`src/rtl/core/plec_pkg.sv`:
```
package plec_pkg;

  localparam int NDOTS = 9;
  localparam int QUEUE_DEPTH = 2;

  localparam logic [2:0] KIND_PRESS   = 3'd0;
  localparam logic [2:0] KIND_RELEASE = 3'd1;
  localparam logic [2:0] KIND_DRAG    = 3'd2;
  localparam logic [2:0] KIND_TICK    = 3'd3;
  localparam logic [2:0] KIND_START   = 3'd4;

  localparam logic [3:0] MSG_NO_PATTERN = 4'd0;
  localparam logic [3:0] MSG_ENTER      = 4'd1;
  localparam logic [3:0] MSG_UNLOCKED   = 4'd2;
  localparam logic [3:0] MSG_WRONG      = 4'd3;
  localparam logic [3:0] MSG_TOO_FEW    = 4'd4;
  localparam logic [3:0] MSG_CONFIRM    = 4'd5;
  localparam logic [3:0] MSG_DRAW_NEW   = 4'd6;
  localparam logic [3:0] MSG_SAVING     = 4'd7;
  localparam logic [3:0] MSG_MISMATCH   = 4'd8;
  localparam logic [3:0] MSG_SAVED      = 4'd9;
  localparam logic [3:0] MSG_SAVE_FAIL  = 4'd10;

  localparam logic [2:0] REG_MIN_LENGTH   = 3'd0;
  localparam logic [2:0] REG_HIT_RADIUS   = 3'd1;
  localparam logic [2:0] REG_SUCCESS_TCK  = 3'd2;
  localparam logic [2:0] REG_ERROR_TCK    = 3'd3;
  localparam logic [2:0] REG_SHOW_TCK     = 3'd4;
  localparam logic [2:0] REG_SAVE_TCK     = 3'd5;

  localparam logic [8:0] DOT_CX [NDOTS] = '{9'd50, 9'd120, 9'd190, 9'd50, 9'd120,
                                            9'd190, 9'd50, 9'd120, 9'd190};
  localparam logic [8:0] DOT_CY [NDOTS] = '{9'd90, 9'd90, 9'd90, 9'd160, 9'd160,
                                            9'd160, 9'd230, 9'd230, 9'd230};

  typedef enum logic [1:0] {
    MODE_LOCKED      = 2'd0,
    MODE_UNLOCKED    = 2'd1,
    MODE_REG_FIRST   = 2'd2,
    MODE_REG_CONFIRM = 2'd3
  } mode_t;

  typedef enum logic [2:0] {
    ACT_NONE          = 3'd0,
    ACT_LOCK          = 3'd1,
    ACT_REG_AGAIN     = 3'd2,
    ACT_CONFIRM_CLEAR = 3'd3,
    ACT_SAVE          = 3'd4
  } act_t;

  typedef enum logic [1:0] {
    COL_IDLE    = 2'd0,
    COL_ACTIVE  = 2'd1,
    COL_SUCCESS = 2'd2,
    COL_ERROR   = 2'd3
  } color_t;

  typedef struct packed {
    logic [2:0] kind;
    logic       hit_v;
    logic [3:0] hit_idx;
    logic       save_ok;
  } plec_item_t;

  typedef struct packed {
    logic [3:0]  min_length;
    logic [15:0] hit_radius_squared;
    logic [7:0]  win_hold;
    logic [7:0]  fail_hold;
    logic [7:0]  first_hold;
    logic [7:0]  save_hold;
  } plec_cfg_t;

  function automatic logic [1:0] dot_row(input logic [3:0] d);
    case (d)
      4'd0, 4'd1, 4'd2: dot_row = 2'd0;
      4'd3, 4'd4, 4'd5: dot_row = 2'd1;
      default:          dot_row = 2'd2;
    endcase
  endfunction

  function automatic logic [1:0] dot_col(input logic [3:0] d);
    case (d)
      4'd0, 4'd3, 4'd6: dot_col = 2'd0;
      4'd1, 4'd4, 4'd7: dot_col = 2'd1;
      default:          dot_col = 2'd2;
    endcase
  endfunction

endpackage

```
`src/rtl/core/plec_front.sv`:
```
module plec_front (
  input  logic                   in_valid,
  input  logic [2:0]             kind,
  input  logic [8:0]             touch_x,
  input  logic [8:0]             touch_y,
  input  logic                   save_ok,
  input  logic [15:0]            hit_radius_squared,
  output logic                   item_valid,
  output plec_pkg::plec_item_t   item
);
  import plec_pkg::*;

  logic signed [9:0] dx [NDOTS];
  logic signed [9:0] dy [NDOTS];
  logic [8:0]        ax [NDOTS];
  logic [8:0]        ay [NDOTS];
  logic [19:0]       dsq [NDOTS];
  logic [NDOTS-1:0]  near;
  logic              found;
  logic [3:0]        idx;

  always_comb begin
    for (int i = 0; i < NDOTS; i++) begin
      dx[i] = $signed({1'b0, touch_x}) - $signed({1'b0, DOT_CX[i]});
      dy[i] = $signed({1'b0, touch_y}) - $signed({1'b0, DOT_CY[i]});
      ax[i] = dx[i][9] ? 9'(-dx[i]) : dx[i][8:0];
      ay[i] = dy[i][9] ? 9'(-dy[i]) : dy[i][8:0];
      dsq[i] = {2'd0, {9'd0, ax[i]} * {9'd0, ax[i]}} + {2'd0, {9'd0, ay[i]} * {9'd0, ay[i]}};
      near[i] = dsq[i] <= {4'd0, hit_radius_squared};
    end
  end

  // first dot in index order wins
  always_comb begin
    found = 1'b0;
    idx = 4'd0;
    for (int i = NDOTS - 1; i >= 0; i--) begin
      if (near[i]) begin
        found = 1'b1;
        idx = 4'(i);
      end
    end
  end

  assign item_valid   = in_valid;
  assign item.kind    = kind;
  assign item.hit_v   = found;
  assign item.hit_idx = idx;
  assign item.save_ok = save_ok;

endmodule

```
`src/rtl/core/plec_fifo.sv`:
```
module plec_fifo (
  input  logic                 clk,
  input  logic                 rst_n,
  input  logic                 wr_valid,
  output logic                 wr_ready,
  input  plec_pkg::plec_item_t wr_item,
  output logic                 rd_valid,
  input  logic                 rd_ready,
  output plec_pkg::plec_item_t rd_item
);
  import plec_pkg::*;

  plec_item_t mem [QUEUE_DEPTH];
  logic       wp_r, wp_nxt, rp_r, rp_nxt;
  logic [1:0] cnt_r, cnt_nxt;
  logic       push, pop;

  assign wr_ready = cnt_r != 2'(QUEUE_DEPTH);
  assign rd_valid = cnt_r != 2'd0;
  assign rd_item  = mem[rp_r];
  assign push     = wr_valid && wr_ready;
  assign pop      = rd_valid && rd_ready;

  always_comb begin
    wp_nxt  = push ? ~wp_r : wp_r;
    rp_nxt  = pop ? ~rp_r : rp_r;
    cnt_nxt = cnt_r + {1'b0, push} - {1'b0, pop};
  end

  always_ff @(posedge clk) begin
    if (push) begin
      mem[wp_r] <= wr_item;
    end
  end

  always_ff @(posedge clk) begin
    if (!rst_n) begin
      wp_r  <= 1'b0;
      rp_r  <= 1'b0;
      cnt_r <= 2'd0;
    end else begin
      wp_r  <= wp_nxt;
      rp_r  <= rp_nxt;
      cnt_r <= cnt_nxt;
    end
  end

endmodule

```
`src/rtl/core/plec_back.sv`:
```
module plec_back (
  input  logic                 clk,
  input  logic                 rst_n,
  input  plec_pkg::plec_cfg_t  cfg,
  input  logic                 item_valid,
  output logic                 item_ready,
  input  plec_pkg::plec_item_t item,
  output logic                 out_tvalid,
  input  logic                 out_tready,
  output logic [31:0]          out_tdata
);
  import plec_pkg::*;

  mode_t       mode_r, mode_nxt;
  act_t        act_r, act_nxt;
  color_t      color_r, color_nxt;
  logic [7:0]  timer_r, timer_nxt;
  logic [3:0]  seq_r [NDOTS];
  logic [3:0]  seq_nxt [NDOTS];
  logic [3:0]  first_r [NDOTS];
  logic [3:0]  saved_r [NDOTS];
  logic [3:0]  len_r, len_nxt, first_len_r, saved_len_r;
  logic [3:0]  last_r, last_nxt;
  logic [8:0]  used_r, used_nxt;
  logic        drag_r, drag_nxt, valid_r, valid_nxt;
  logic [3:0]  status_r, status_nxt;
  logic        out_valid_r;
  logic [31:0] out_data_r;

  logic        pop;
  logic        press_ok, release_ok, fin, drag_ok, tick_fire, start_ok;
  logic        long_enough, match_saved, match_first;
  logic        unlock_ok, copy_first, save_now;
  logic [3:0]  base_len, mid, len_m, b, out_last;
  logic [8:0]  base_used;
  logic [2:0]  sr, sc;
  logic        tp, ins_mid, add_b;

  assign pop        = item_valid && (!out_valid_r || out_tready);
  assign item_ready = pop;
  assign b          = item.hit_idx;

  // event decode
  always_comb begin
    press_ok   = item.kind == KIND_PRESS && timer_r == 8'd0 && mode_r != MODE_UNLOCKED &&
                 !(mode_r == MODE_LOCKED && !valid_r);
    release_ok = item.kind == KIND_RELEASE && timer_r == 8'd0 && drag_r;
    fin        = release_ok && len_r != 4'd0;
    drag_ok    = item.kind == KIND_DRAG && drag_r;
    tick_fire  = item.kind == KIND_TICK && timer_r == 8'd1;
    start_ok   = item.kind == KIND_START &&
                 (mode_r == MODE_LOCKED || mode_r == MODE_UNLOCKED);
    long_enough = len_r >= cfg.min_length;
    match_saved = saved_len_r == len_r;
    match_first = first_len_r == len_r;
    for (int i = 0; i < NDOTS; i++) begin
      if (4'(i) < len_r && seq_r[i] != saved_r[i]) match_saved = 1'b0;
      if (4'(i) < len_r && seq_r[i] != first_r[i]) match_first = 1'b0;
    end
    unlock_ok  = fin && mode_r == MODE_LOCKED && long_enough && valid_r && match_saved;
    copy_first = fin && mode_r == MODE_REG_FIRST && long_enough;
    save_now   = tick_fire && act_r == ACT_SAVE && item.save_ok;
  end

  // mode next state
  always_comb begin
    mode_nxt = mode_r;
    if (unlock_ok) begin
      mode_nxt = MODE_UNLOCKED;
    end else if (copy_first) begin
      mode_nxt = MODE_REG_CONFIRM;
    end else if (tick_fire) begin
      unique case (act_r)
        ACT_LOCK:      mode_nxt = MODE_LOCKED;
        ACT_REG_AGAIN: mode_nxt = MODE_REG_FIRST;
        ACT_SAVE:      mode_nxt = item.save_ok ? MODE_LOCKED : MODE_REG_FIRST;
        default:       mode_nxt = mode_r;
      endcase
    end else if (start_ok) begin
      mode_nxt = MODE_REG_FIRST;
    end
  end

  // touch point path
  always_comb begin
    base_len  = press_ok ? 4'd0 : len_r;
    base_used = press_ok ? 9'd0 : used_r;
    sr  = {1'b0, dot_row(last_r)} + {1'b0, dot_row(b)};
    sc  = {1'b0, dot_col(last_r)} + {1'b0, dot_col(b)};
    mid = {1'b0, sr[2:1], 1'b0} + {2'b0, sr[2:1]} + {2'b0, sc[2:1]};
    tp  = (press_ok || drag_ok) && item.hit_v && !base_used[b];
    ins_mid = tp && base_len != 4'd0 && !sr[0] && !sc[0] && mid != last_r && mid != b &&
              mid < 4'(NDOTS) && !base_used[mid] && base_len < 4'(NDOTS);
    len_m = base_len + {3'd0, ins_mid};
    add_b = tp && len_m < 4'(NDOTS);
  end

  // outputs and datapath state
  always_comb begin
    act_nxt    = act_r;
    color_nxt  = color_r;
    timer_nxt  = timer_r;
    len_nxt    = len_r;
    last_nxt   = last_r;
    used_nxt   = used_r;
    drag_nxt   = drag_r;
    status_nxt = status_r;
    valid_nxt  = valid_r;
    seq_nxt    = seq_r;
    case (item.kind)
      KIND_PRESS, KIND_DRAG: begin
        if (press_ok) begin
          len_nxt   = 4'd0;
          used_nxt  = 9'd0;
          color_nxt = COL_IDLE;
          drag_nxt  = 1'b1;
        end
        if (ins_mid) begin
          seq_nxt[base_len] = mid;
          used_nxt  = base_used | (9'd1 << mid);
          last_nxt  = mid;
          len_nxt   = len_m;
          color_nxt = COL_ACTIVE;
        end
        if (add_b) begin
          seq_nxt[len_m] = b;
          used_nxt  = base_used | (ins_mid ? (9'd1 << mid) : 9'd0) | (9'd1 << b);
          last_nxt  = b;
          len_nxt   = len_m + 4'd1;
          color_nxt = COL_ACTIVE;
        end
      end
      KIND_RELEASE: begin
        if (release_ok) drag_nxt = 1'b0;
        if (fin) begin
          case (mode_r)
            MODE_LOCKED: begin
              act_nxt = ACT_LOCK;
              if (unlock_ok) begin
                color_nxt = COL_SUCCESS; status_nxt = MSG_UNLOCKED;
                timer_nxt = cfg.win_hold;
              end else begin
                color_nxt = COL_ERROR; status_nxt = MSG_WRONG;
                timer_nxt = cfg.fail_hold;
              end
            end
            MODE_REG_FIRST: begin
              if (copy_first) begin
                color_nxt = COL_ACTIVE; status_nxt = MSG_CONFIRM;
                act_nxt = ACT_CONFIRM_CLEAR; timer_nxt = cfg.first_hold;
              end else begin
                color_nxt = COL_ERROR; status_nxt = MSG_TOO_FEW;
                act_nxt = ACT_REG_AGAIN; timer_nxt = cfg.fail_hold;
              end
            end
            MODE_REG_CONFIRM: begin
              if (match_first) begin
                color_nxt = COL_ACTIVE; status_nxt = MSG_SAVING;
                act_nxt = ACT_SAVE; timer_nxt = cfg.save_hold;
              end else begin
                color_nxt = COL_ERROR; status_nxt = MSG_MISMATCH;
                act_nxt = ACT_REG_AGAIN; timer_nxt = cfg.fail_hold;
              end
            end
            default: ;
          endcase
        end
      end
      KIND_TICK: begin
        if (timer_r != 8'd0) timer_nxt = timer_r - 8'd1;
        if (tick_fire) begin
          act_nxt = ACT_NONE;
          case (act_r)
            ACT_LOCK: begin
              len_nxt = 4'd0; used_nxt = 9'd0; color_nxt = COL_IDLE; drag_nxt = 1'b0;
              timer_nxt = 8'd0;
              status_nxt = valid_r ? MSG_ENTER : MSG_NO_PATTERN;
            end
            ACT_REG_AGAIN: begin
              len_nxt = 4'd0; used_nxt = 9'd0; color_nxt = COL_IDLE;
              status_nxt = MSG_DRAW_NEW;
            end
            ACT_CONFIRM_CLEAR: begin
              len_nxt = 4'd0; used_nxt = 9'd0; color_nxt = COL_IDLE;
              status_nxt = MSG_CONFIRM;
            end
            ACT_SAVE: begin
              if (item.save_ok) begin
                valid_nxt = 1'b1;
                color_nxt = COL_SUCCESS; status_nxt = MSG_SAVED;
                act_nxt = ACT_LOCK; timer_nxt = cfg.win_hold;
              end else begin
                color_nxt = COL_ERROR; status_nxt = MSG_SAVE_FAIL;
                act_nxt = ACT_REG_AGAIN; timer_nxt = cfg.fail_hold;
              end
            end
            default: ;
          endcase
        end
      end
      KIND_START: begin
        if (start_ok) begin
          len_nxt = 4'd0; used_nxt = 9'd0; color_nxt = COL_IDLE; drag_nxt = 1'b0;
          act_nxt = ACT_NONE; timer_nxt = 8'd0; status_nxt = MSG_DRAW_NEW;
        end
      end
      default: ;
    endcase
    out_last = (len_nxt == 4'd0) ? 4'd0 : last_nxt;
  end

  always_ff @(posedge clk) begin
    if (pop) begin
      seq_r <= seq_nxt;
      if (copy_first) begin
        first_r <= seq_r;
      end
      if (save_now) begin
        saved_r <= first_r;
      end
      last_r <= last_nxt;
    end
    if (pop) begin
      out_data_r <= {5'd0, valid_nxt, timer_nxt != 8'd0, color_nxt, out_last, used_nxt,
                     len_nxt, status_nxt, mode_nxt};
    end
  end

  always_ff @(posedge clk) begin
    if (!rst_n) begin
      mode_r      <= MODE_LOCKED;
      act_r       <= ACT_NONE;
      color_r     <= COL_IDLE;
      timer_r     <= 8'd0;
      len_r       <= 4'd0;
      used_r      <= 9'd0;
      drag_r      <= 1'b0;
      status_r    <= MSG_NO_PATTERN;
      valid_r     <= 1'b0;
      first_len_r <= 4'd0;
      saved_len_r <= 4'd0;
      out_valid_r <= 1'b0;
    end else begin
      if (pop) begin
        mode_r   <= mode_nxt;
        act_r    <= act_nxt;
        color_r  <= color_nxt;
        timer_r  <= timer_nxt;
        len_r    <= len_nxt;
        used_r   <= used_nxt;
        drag_r   <= drag_nxt;
        status_r <= status_nxt;
        valid_r  <= valid_nxt;
        if (copy_first) first_len_r <= len_r;
        if (save_now) saved_len_r <= (first_len_r > 4'(NDOTS)) ? 4'(NDOTS) : first_len_r;
      end
      if (pop) out_valid_r <= 1'b1;
      else if (out_tready) out_valid_r <= 1'b0;
    end
  end

  assign out_tvalid = out_valid_r;
  assign out_tdata  = out_data_r;

`ifndef NO_ASSERTIONS
  a_mask_len: assert property (@(posedge clk) disable iff (!rst_n)
    $countones(used_r) == 32'(len_r))
    else $error("dot mask and length disagree");
  a_timer_act: assert property (@(posedge clk) disable iff (!rst_n)
    timer_r != 8'd0 |-> act_r != ACT_NONE)
    else $error("timer running with no pending action");
  a_unlock_saved: assert property (@(posedge clk) disable iff (!rst_n)
    mode_r == MODE_UNLOCKED |-> valid_r)
    else $error("unlocked without stored pattern");
  a_pop_out: assert property (@(posedge clk) disable iff (!rst_n)
    pop |=> out_valid_r)
    else $error("popped item produced no result");
`endif

endmodule

```
`src/rtl/core/pattern_lock_entry_controller_core.sv`:
```
// an accepted item goes into a queue entry, then its result into the output register
// one item per cycle when not stalled; 2-entry queue between hit test and state update
// output register holds a result while the next item is already taken
// reset: synchronous active-low rst_n; config returns to defaults, no stored pattern
module pattern_lock_entry_controller_core (
  input  logic        clk,
  input  logic        rst_n,
  input  logic        in_tvalid,
  output logic        in_tready,
  input  logic [23:0] in_tdata,   // touch_x, touch_y, save_ok
  input  logic [2:0]  in_tuser,   // kind
  output logic        out_tvalid,
  input  logic        out_tready,
  output logic [31:0] out_tdata,  // mode, status_message, pattern_length, dot_mask,
                                  // last_dot, color_class, busy_res, pattern_stored
  input  logic        cfg_psel,
  input  logic        cfg_penable,
  input  logic        cfg_pwrite,
  input  logic [4:0]  cfg_paddr,
  input  logic [31:0] cfg_pwdata,
  output logic [31:0] cfg_prdata,
  output logic        cfg_pready
);
  import plec_pkg::*;

  plec_cfg_t  cfg_r;
  plec_item_t f_item, q_item;
  logic       f_valid, q_valid, q_ready;
  logic       wr_en;

  assign cfg_pready = 1'b1;
  assign wr_en = cfg_psel && cfg_penable && cfg_pwrite;

  always_ff @(posedge clk) begin
    if (!rst_n) begin
      cfg_r.min_length         <= 4'd4;
      cfg_r.hit_radius_squared <= 16'd484;
      cfg_r.win_hold           <= 8'd180;
      cfg_r.fail_hold          <= 8'd90;
      cfg_r.first_hold         <= 8'd60;
      cfg_r.save_hold          <= 8'd2;
    end else if (wr_en) begin
      unique case (cfg_paddr[4:2])
        REG_MIN_LENGTH:  cfg_r.min_length         <= cfg_pwdata[3:0];
        REG_HIT_RADIUS:  cfg_r.hit_radius_squared <= cfg_pwdata[15:0];
        REG_SUCCESS_TCK: cfg_r.win_hold           <= cfg_pwdata[7:0];
        REG_ERROR_TCK:   cfg_r.fail_hold          <= cfg_pwdata[7:0];
        REG_SHOW_TCK:    cfg_r.first_hold         <= cfg_pwdata[7:0];
        REG_SAVE_TCK:    cfg_r.save_hold          <= cfg_pwdata[7:0];
        default: ;
      endcase
    end
  end

  always_comb begin
    unique case (cfg_paddr[4:2])
      REG_MIN_LENGTH:  cfg_prdata = {28'd0, cfg_r.min_length};
      REG_HIT_RADIUS:  cfg_prdata = {16'd0, cfg_r.hit_radius_squared};
      REG_SUCCESS_TCK: cfg_prdata = {24'd0, cfg_r.win_hold};
      REG_ERROR_TCK:   cfg_prdata = {24'd0, cfg_r.fail_hold};
      REG_SHOW_TCK:    cfg_prdata = {24'd0, cfg_r.first_hold};
      REG_SAVE_TCK:    cfg_prdata = {24'd0, cfg_r.save_hold};
      default:         cfg_prdata = 32'd0;
    endcase
  end

  plec_front u_front (
    .in_valid           (in_tvalid),
    .kind               (in_tuser),
    .touch_x            (in_tdata[8:0]),
    .touch_y            (in_tdata[17:9]),
    .save_ok            (in_tdata[18]),
    .hit_radius_squared (cfg_r.hit_radius_squared),
    .item_valid         (f_valid),
    .item               (f_item)
  );

  plec_fifo u_fifo (
    .clk      (clk),
    .rst_n    (rst_n),
    .wr_valid (f_valid),
    .wr_ready (in_tready),
    .wr_item  (f_item),
    .rd_valid (q_valid),
    .rd_ready (q_ready),
    .rd_item  (q_item)
  );

  plec_back u_back (
    .clk        (clk),
    .rst_n      (rst_n),
    .cfg        (cfg_r),
    .item_valid (q_valid),
    .item_ready (q_ready),
    .item       (q_item),
    .out_tvalid (out_tvalid),
    .out_tready (out_tready),
    .out_tdata  (out_tdata)
  );

endmodule

```
`config.mk`:
```
export PLATFORM = sky130hd
export DESIGN_NAME = pattern_lock_entry_controller_core
export DESIGN_NICKNAME = d
export VERILOG_FILES = /design/src/rtl/core/plec_pkg.sv /design/src/rtl/core/plec_front.sv /design/src/rtl/core/plec_fifo.sv /design/src/rtl/core/plec_back.sv /design/src/rtl/core/pattern_lock_entry_controller_core.sv
export SDC_FILE = /design/constraint.sdc
export NUM_CORES = 2
export LEC_CHECK = 0
export ABC_AREA = 1
export BUFFER_PORTS_ARGS = -buffer_cell sky130_fd_sc_hd__buf_2
export CORE_MARGIN = 3
export CORE_UTILIZATION = 30
export DETAILED_ROUTE_END_ITERATION = 16
export PLACE_DENSITY = 0.44
export SLEW_MARGIN = 10
export SYNTH_ARGS = -nofsm -noshare
export SYNTH_HDL_FRONTEND = slang
export SYNTH_HIERARCHICAL = 1
export SYNTH_SLANG_ARGS = --single-unit
export TNS_END_PERCENT = 1
```
`constraint.sdc`:
```
create_clock -name clk -period 11.8 [get_ports clk]
set_input_delay 1.18 -clock clk [delete_from_list [all_inputs] [get_ports clk]]
set_output_delay 1.18 -clock clk [all_outputs]
set_load 0.005 [all_outputs]
```
### Word level (Yosys, flattened, before mapping)

Memory sizes are Yosys's and may differ from the RTL's. A register that Yosys moved wholly into a read port is not among the register bits.
Index checks and enable logic that the tools add are counted.

* bits in registers: 238
* bits in latches: 0
* bits in writable memories: 18
* memory bits (read-only): 0
* input port bits: 71
* output and inout port bits: 67
* word-level logic and storage cells: 433
* memories kept: 1

* $add $sub $neg: 30
* multipliers: 6
* divide/modulo/power cells: 0
* magnitude comparators: 29
* equality and inequality tests: 62
* shifts and indexed selects: 2
* multiplexer cells: 145
* bitwise gates (word level): 7
* reduce and logical (&&, ||, !) cells: 100

Memories
* u_fifo.mem: depth 2, width 9, rd ports 1, clocked after Yosys merged registers in 1, wr ports 1, RTL line plec_fifo.sv:13 `plec_item_t mem [QUEUE_DEPTH];`

Operator list (number)
* $le A20 B16 Y1: 9
* $add A18 B18 Y19: 9
* $mux W9: 13
* $mul A9 B9 Y18: 6
* $mux W36: 3
* $mux W4: 25
* $pmux W16 S6: 1
* $ne A4 B4 Y1: 20
* $bwmux W36: 2
* $mux W8: 8
* $logic_and A1 B1 Y1: 54
* $neg A9 Y9: 6
* $mux W1: 50
* $pmux W8 S3: 2
* $pmux W4 S3: 3
* $demux W4 S4: 2
* $eq A4 B3 Y1 const B: 8
* $mux W2: 15
* $sub A9 B8 Y10 const B: 3
* $or A9 B9 Y9: 3
* $pmux W9 S3: 1
* $reduce_or A3 Y1: 9
* $pmux W2 S2: 5
* $sub A9 B7 Y10 const B: 2
* other kinds (56): 122

### Longest topological paths before layout

* word-level depth: 25
* depth in mapped cells: 53

### Cells and area by module

The synthesis kept the hierarchy.

Modules (own cells, without submodules)
* plec_front: instances 1, cells each 3317, area each 23138.4 sq um
* plec_back: instances 1, cells each 1489, area each 11429.7 sq um
* pattern_lock_entry_controller_core: instances 1, cells each 436, area each 2712.6 sq um
* plec_fifo: instances 1, cells each 64, area each 947.2 sq um

### Worst setup path after synthesis

No wires, ideal clock.

* kind: input -> register
* start: input in_tdata[0]
* end: memory u_fifo/mem[0][5] (netlist bit), data pin
* setup time: 252 ps
* data arrival time: 8374 ps
* required time: 11548 ps
* setup slack: 3174 ps
* cell stages on the path: 43
* path through: inv_2 buf_1 ha_1 nand2_1 o21ai_1 nand2_1 or2_1 nand2_1 inv_2 nor2_1 inv_1 fa_1 inv_1 fa_1 fa_1 inv_1 fa_1 inv_1 [7 not listed] xnor2_1 ha_1 a21oi_1 inv_1 a21oi_1 a31oi_1 xor2_1 ha_1 inv_1 nor4_1 nand2_1 nand2_1 o21ai_0 nand4_1 nand2_1 nor2_1 nand3_1 buf_4

* longest elaborated chain between the ends: 15

Ends and longest elaborated chain
* start: declaration: RTL line pattern_lock_entry_controller_core.sv:10 `input logic [23:0] in_tdata,`
* $sub A9 B8 Y10: RTL line plec_front.sv:24 `dx[i] = $signed({1'b0, touch_x}) - $signed({1'b0, DOT_CX[i]});`
* $neg A9 Y9: RTL line plec_front.sv:26 `ax[i] = dx[i][9] ? 9'(-dx[i]) : dx[i][8:0];`
* $mux W9: RTL line plec_front.sv:26
* $mul A9 B9 Y18: RTL line plec_front.sv:28 `dsq[i] = {2'd0, {9'd0, ax[i]} * {9'd0, ax[i]}} + {2'd0, {9'd0, ay[i]} * {9'd0, ay[i]}};`
* $add A18 B18 Y19: RTL line plec_front.sv:28
* $le A20 B16 Y1: RTL line plec_front.sv:29 `near[i] = dsq[i] <= {4'd0, hit_radius_squared};`
* $mux W1 (8 in a row): RTL line plec_front.sv:38 `if (near[i]) begin`
* $mux W1 *: RTL line plec_front.sv:38
* net u_front.found: RTL line plec_front.sv:19 `logic found;`
* end: declaration: RTL line plec_fifo.sv:13

Mark *: on every way through the listed nets, which the timed path passes. The rest lies on a longest branch.

==> metrics.md <==
| Metric | Value |
|---|---|
| Seq/Total Area, Yosys | 17.57% |
| Clk buf depth | 3 |
| Max H-tree Level | 1 |
| Hold_sp | u_back/first_r[20] |
| GRT overflow | 0 |
| Syn_area_per_cell | 7.205 µm² |
| Mapped cell area | 38,230 µm² |
| Final setup viols | 0 |
| Diodes inserted | 0 |
| CTS Buf Count | 28 |
| Share of post-route cells with drive strength above 1 | 6.237% |
| I/O Buffers | 92 |
| Minimum clock period | 9980 ps |
| Placer Congestion | 0.8922 |
| Clock sink total | 257 |
| Largest net degree at the start of global routing | 68 |
| Mapped Cells | 5,306 |
| # IOs | 138 |
| Cell repeated most along the worst path | a21oi_1 |
| GRT Total Usage | 18.35% |
| Worst-skew pair later-pin latency | 580 ps |
| Startpoint types | primary input |
| Kind of end point of the critical path | register |
| Hold slack | 471.1 ps |
| Hold-fix buffers, CTS | 0 |
| Vias after detailed routing | 33.95k |
| Max-Cap Viols | 0 |
| Die Width | 363.0 µm |
| Highest clock rate | 0.1002 GHz |
| Hold Crit Depth | 0 |
| Final worst slack | 1820 ps |
| WP data required | 12,200 ps |
| WP data arrival | 10,380 ps |
| Root Buffer | clkbuf_16 |
| Detailed Route Iter0 Violations | 2,246 |
| Max-slew headroom | 23.55% |
| Most used DFF post-synth | edfxtp_1 |
| Syn. warnings | 6 |
| TNS Setup | 0 ps |
| Post-CTS sizing | 0 |
| FF-to-FF path depth | 35 |
| Top cells by area, synth | ha_1 17%, edfxtp_1 12%, fa_1 12% |
| 1st-pass router iterations | 6 |
| DRT antenna net count | 0 |
| DPL Wire Length | 99.48 mm |
| CTS tree | done |
| Filler instances | 13.75k |
| Layout area overhead | 8.546% |
| # Post-CTS Setup Buffers | 0 |
| Hold crit path type | register to register |
| Yosys top cell area share | 16.69% |
| Nets@finish | 6,186 |
| Outcome | finished, final reports clean |
| Hold Violations, Final | 0 |
| Flops & latches, synth | 257 |
| Setup Skew | 20.19 ps |
| Crit-path max FO | 8 |
| Yosys cell types | 67 |
| Post-synth EDFFs | 157 |
| Largest area contributor in the netlist | ha_1 |
| Max incr delay on CP | 900 ps |
| Slowest stage cell, crit path | xnor2_1 |
| Drt total wl | 123.1 mm |
| Core area | 126,100 µm² |
| Slew @ Worst Pin | 1139 ps |
| WS Path Type | primary input to register |
| Final worst path period share | 84.57% |
| Worst reg2reg setup slack | 2580 ps |
| Pre-CTS setup slack | 1370 ps |
| Number of global-route vias before repair | 32.82k |
| Via density | 4.813 |
| Worst R2R End | u_back/out_tdata[19] |
| Initial Util | 30.33% |
| DRC | 0 |
| Fraction of registers with async set/reset | 0% |
| Max Slew Vio Count | 0 |
| Clk slew on worst S/H paths | 60 ps |
| Row count | 130 |
| Initial antenna violation count | 2 |
| Die area | 131,700 µm² |
| First-pass GRT wire length | 190.4 mm |
| RSZ-0062 raised after global routing | no |
| Hold path endpoint | u_back/saved_r[20] |
| Wire length per cell | 17.46 µm |
| Die Height | 363.0 µm |
-- how the worst max path moves through the flow --
| stage | to | slack (ps) | from |
|---|---|---|---|
| after floorplan | u_fifo/mem[0][5] | 3170 | in_tdata[0] |
| after global placement | u_fifo/mem[0][1] | 1350 | in_tdata[1] |
| after detailed placement | u_fifo/mem[0][1] | 1370 | in_tdata[1] |
| after CTS | u_fifo/mem[0][1] | 1990 | in_tdata[1] |
| after global routing | u_fifo/mem[0][1] | 1120 | in_tdata[1] |
| final | u_fifo/mem[1][1] | 1820 | in_tdata[1] |
-- Yosys cell counts, types with 12 or more instances --
cell	instances
nor3_1	38
nor2_2	27
a211oi_1	14
o21ai_1	35
xnor2_1	109
o211ai_1	29
o21bai_1	17
inv_1	850
a31oi_1	29
clkbuf_1	34
edfxtp_1	157
nor2_1	633
o21ai_0	192
nand3_1	248
a21oi_1	355
nor2_4	12
nand4_1	57
buf_4	34
nand2_1	1109
ha_1	510
dfxtp_1	100
a21o_1	27
inv_2	50
buf_2	18
fa_1	224
nand2_2	17
xor2_1	209
o22ai_1	23
-- cells in the final DEF (no fill, tap or decap), types with 28 or more instances in the layout --
master     synthesis  routed
buf_4             34      33
nand4_1           57      57
nor3_1            38      38
xor2_1           209     209
o21ai_0          192     192
nand3_1          248     248
a31oi_1           29      29
nor2_1           633     630
edfxtp_1         157     157
dfxtp_1          100     100
o21ai_1           35      35
buf_2             18      92
inv_1            850     849
fa_1             224     224
a21oi_1          355     355
nand2_1         1109    1109
ha_1             510     510
xnor2_1          109     109
clkbuf_16          0      28
o211ai_1          29      29
inv_2             50      51
-- state kept, by name, indices dropped and copies added (netlist names), 2 cells and up, named ones only --
signal              count
cfg_r                  52
u_back/first_r         36
u_back/saved_r         36
u_back/seq_r           36
u_back/out_tdata       27
u_fifo/mem             18
u_back/used_r           9
u_back/timer_r          8
u_back/first_len_r      4
u_back/last_r           4
u_back/len_r            4
u_back/saved_len_r      4
u_back/status_r         4
u_back/act_r            3
u_back/color_r          2
u_back/mode_r           2
u_fifo/cnt_r            2
-- critical path, delay by kind of cell --
family	cells	cell delay [ps]
adder cells (fa/ha/maj)	8	3370
XOR/XNOR	3	1750
AO/OA/AOI/OAI	11	1740
AND/OR/NAND/NOR	11	1510
buffers and inverters	8	810
-- through the flow --
stage / instance area [µm²] / utilization (%) / instances
after global placement: 40520 / 32.14 / 7001
after global routing: 41490 / 32.92 / 7053
final: 41490 / 32.92 / 7053
after CTS: 41490 / 32.92 / 7053
after detailed placement: 40520 / 32.14 / 7001
after floorplan: 38300 / - / 5325
-- layer usage --
metal / routed length (µm) / GRT usage (%) / part of all wire (%)
met3: 5233 / 1.518 / 4.2
met5: 13 / 0 / 0.011
met2: 56960 / 30.95 / 46
met4: 1899 / 3.188 / 1.5
met1: 59020 / 25.82 / 48
-- cell families (layout without fill, tap and decap cells) --
kind of cell,after synthesis,count (layout),synth area share (%)
AOI/OAI and AO/OA,769,769,11.23
DFF,257,257,17.57
buffers and inverters,1010,1088,10.45
other,3,22,0.02945
adders and majority gates,734,734,28.42
muxes,10,10,0.3895
and+or+nand+nor,2195,2195,24.13
xor gates and xnor gates,328,328,7.770
-- layout make-up --
| cell class | instances | area (µm²) | share of cell area (%) |
|---|---|---|---|
| clock buffers | 39 | 782.0 | 1.885 |
| clock inverters | 13 | 192.7 | 0.4644 |
| inverters | 911 | 3422 | 8.247 |
| multi-input cells | 4058 | 27610 | 66.54 |
| flip-flops and latches | 257 | 6716 | 16.19 |
| well taps | 1650 | 2064 | 4.975 |
| repair buffers | 125 | 708.2 | 1.707 |
Power is not shown: default switching activity piles up to over one toggle a cycle in this logic, so the estimate is an artifact.
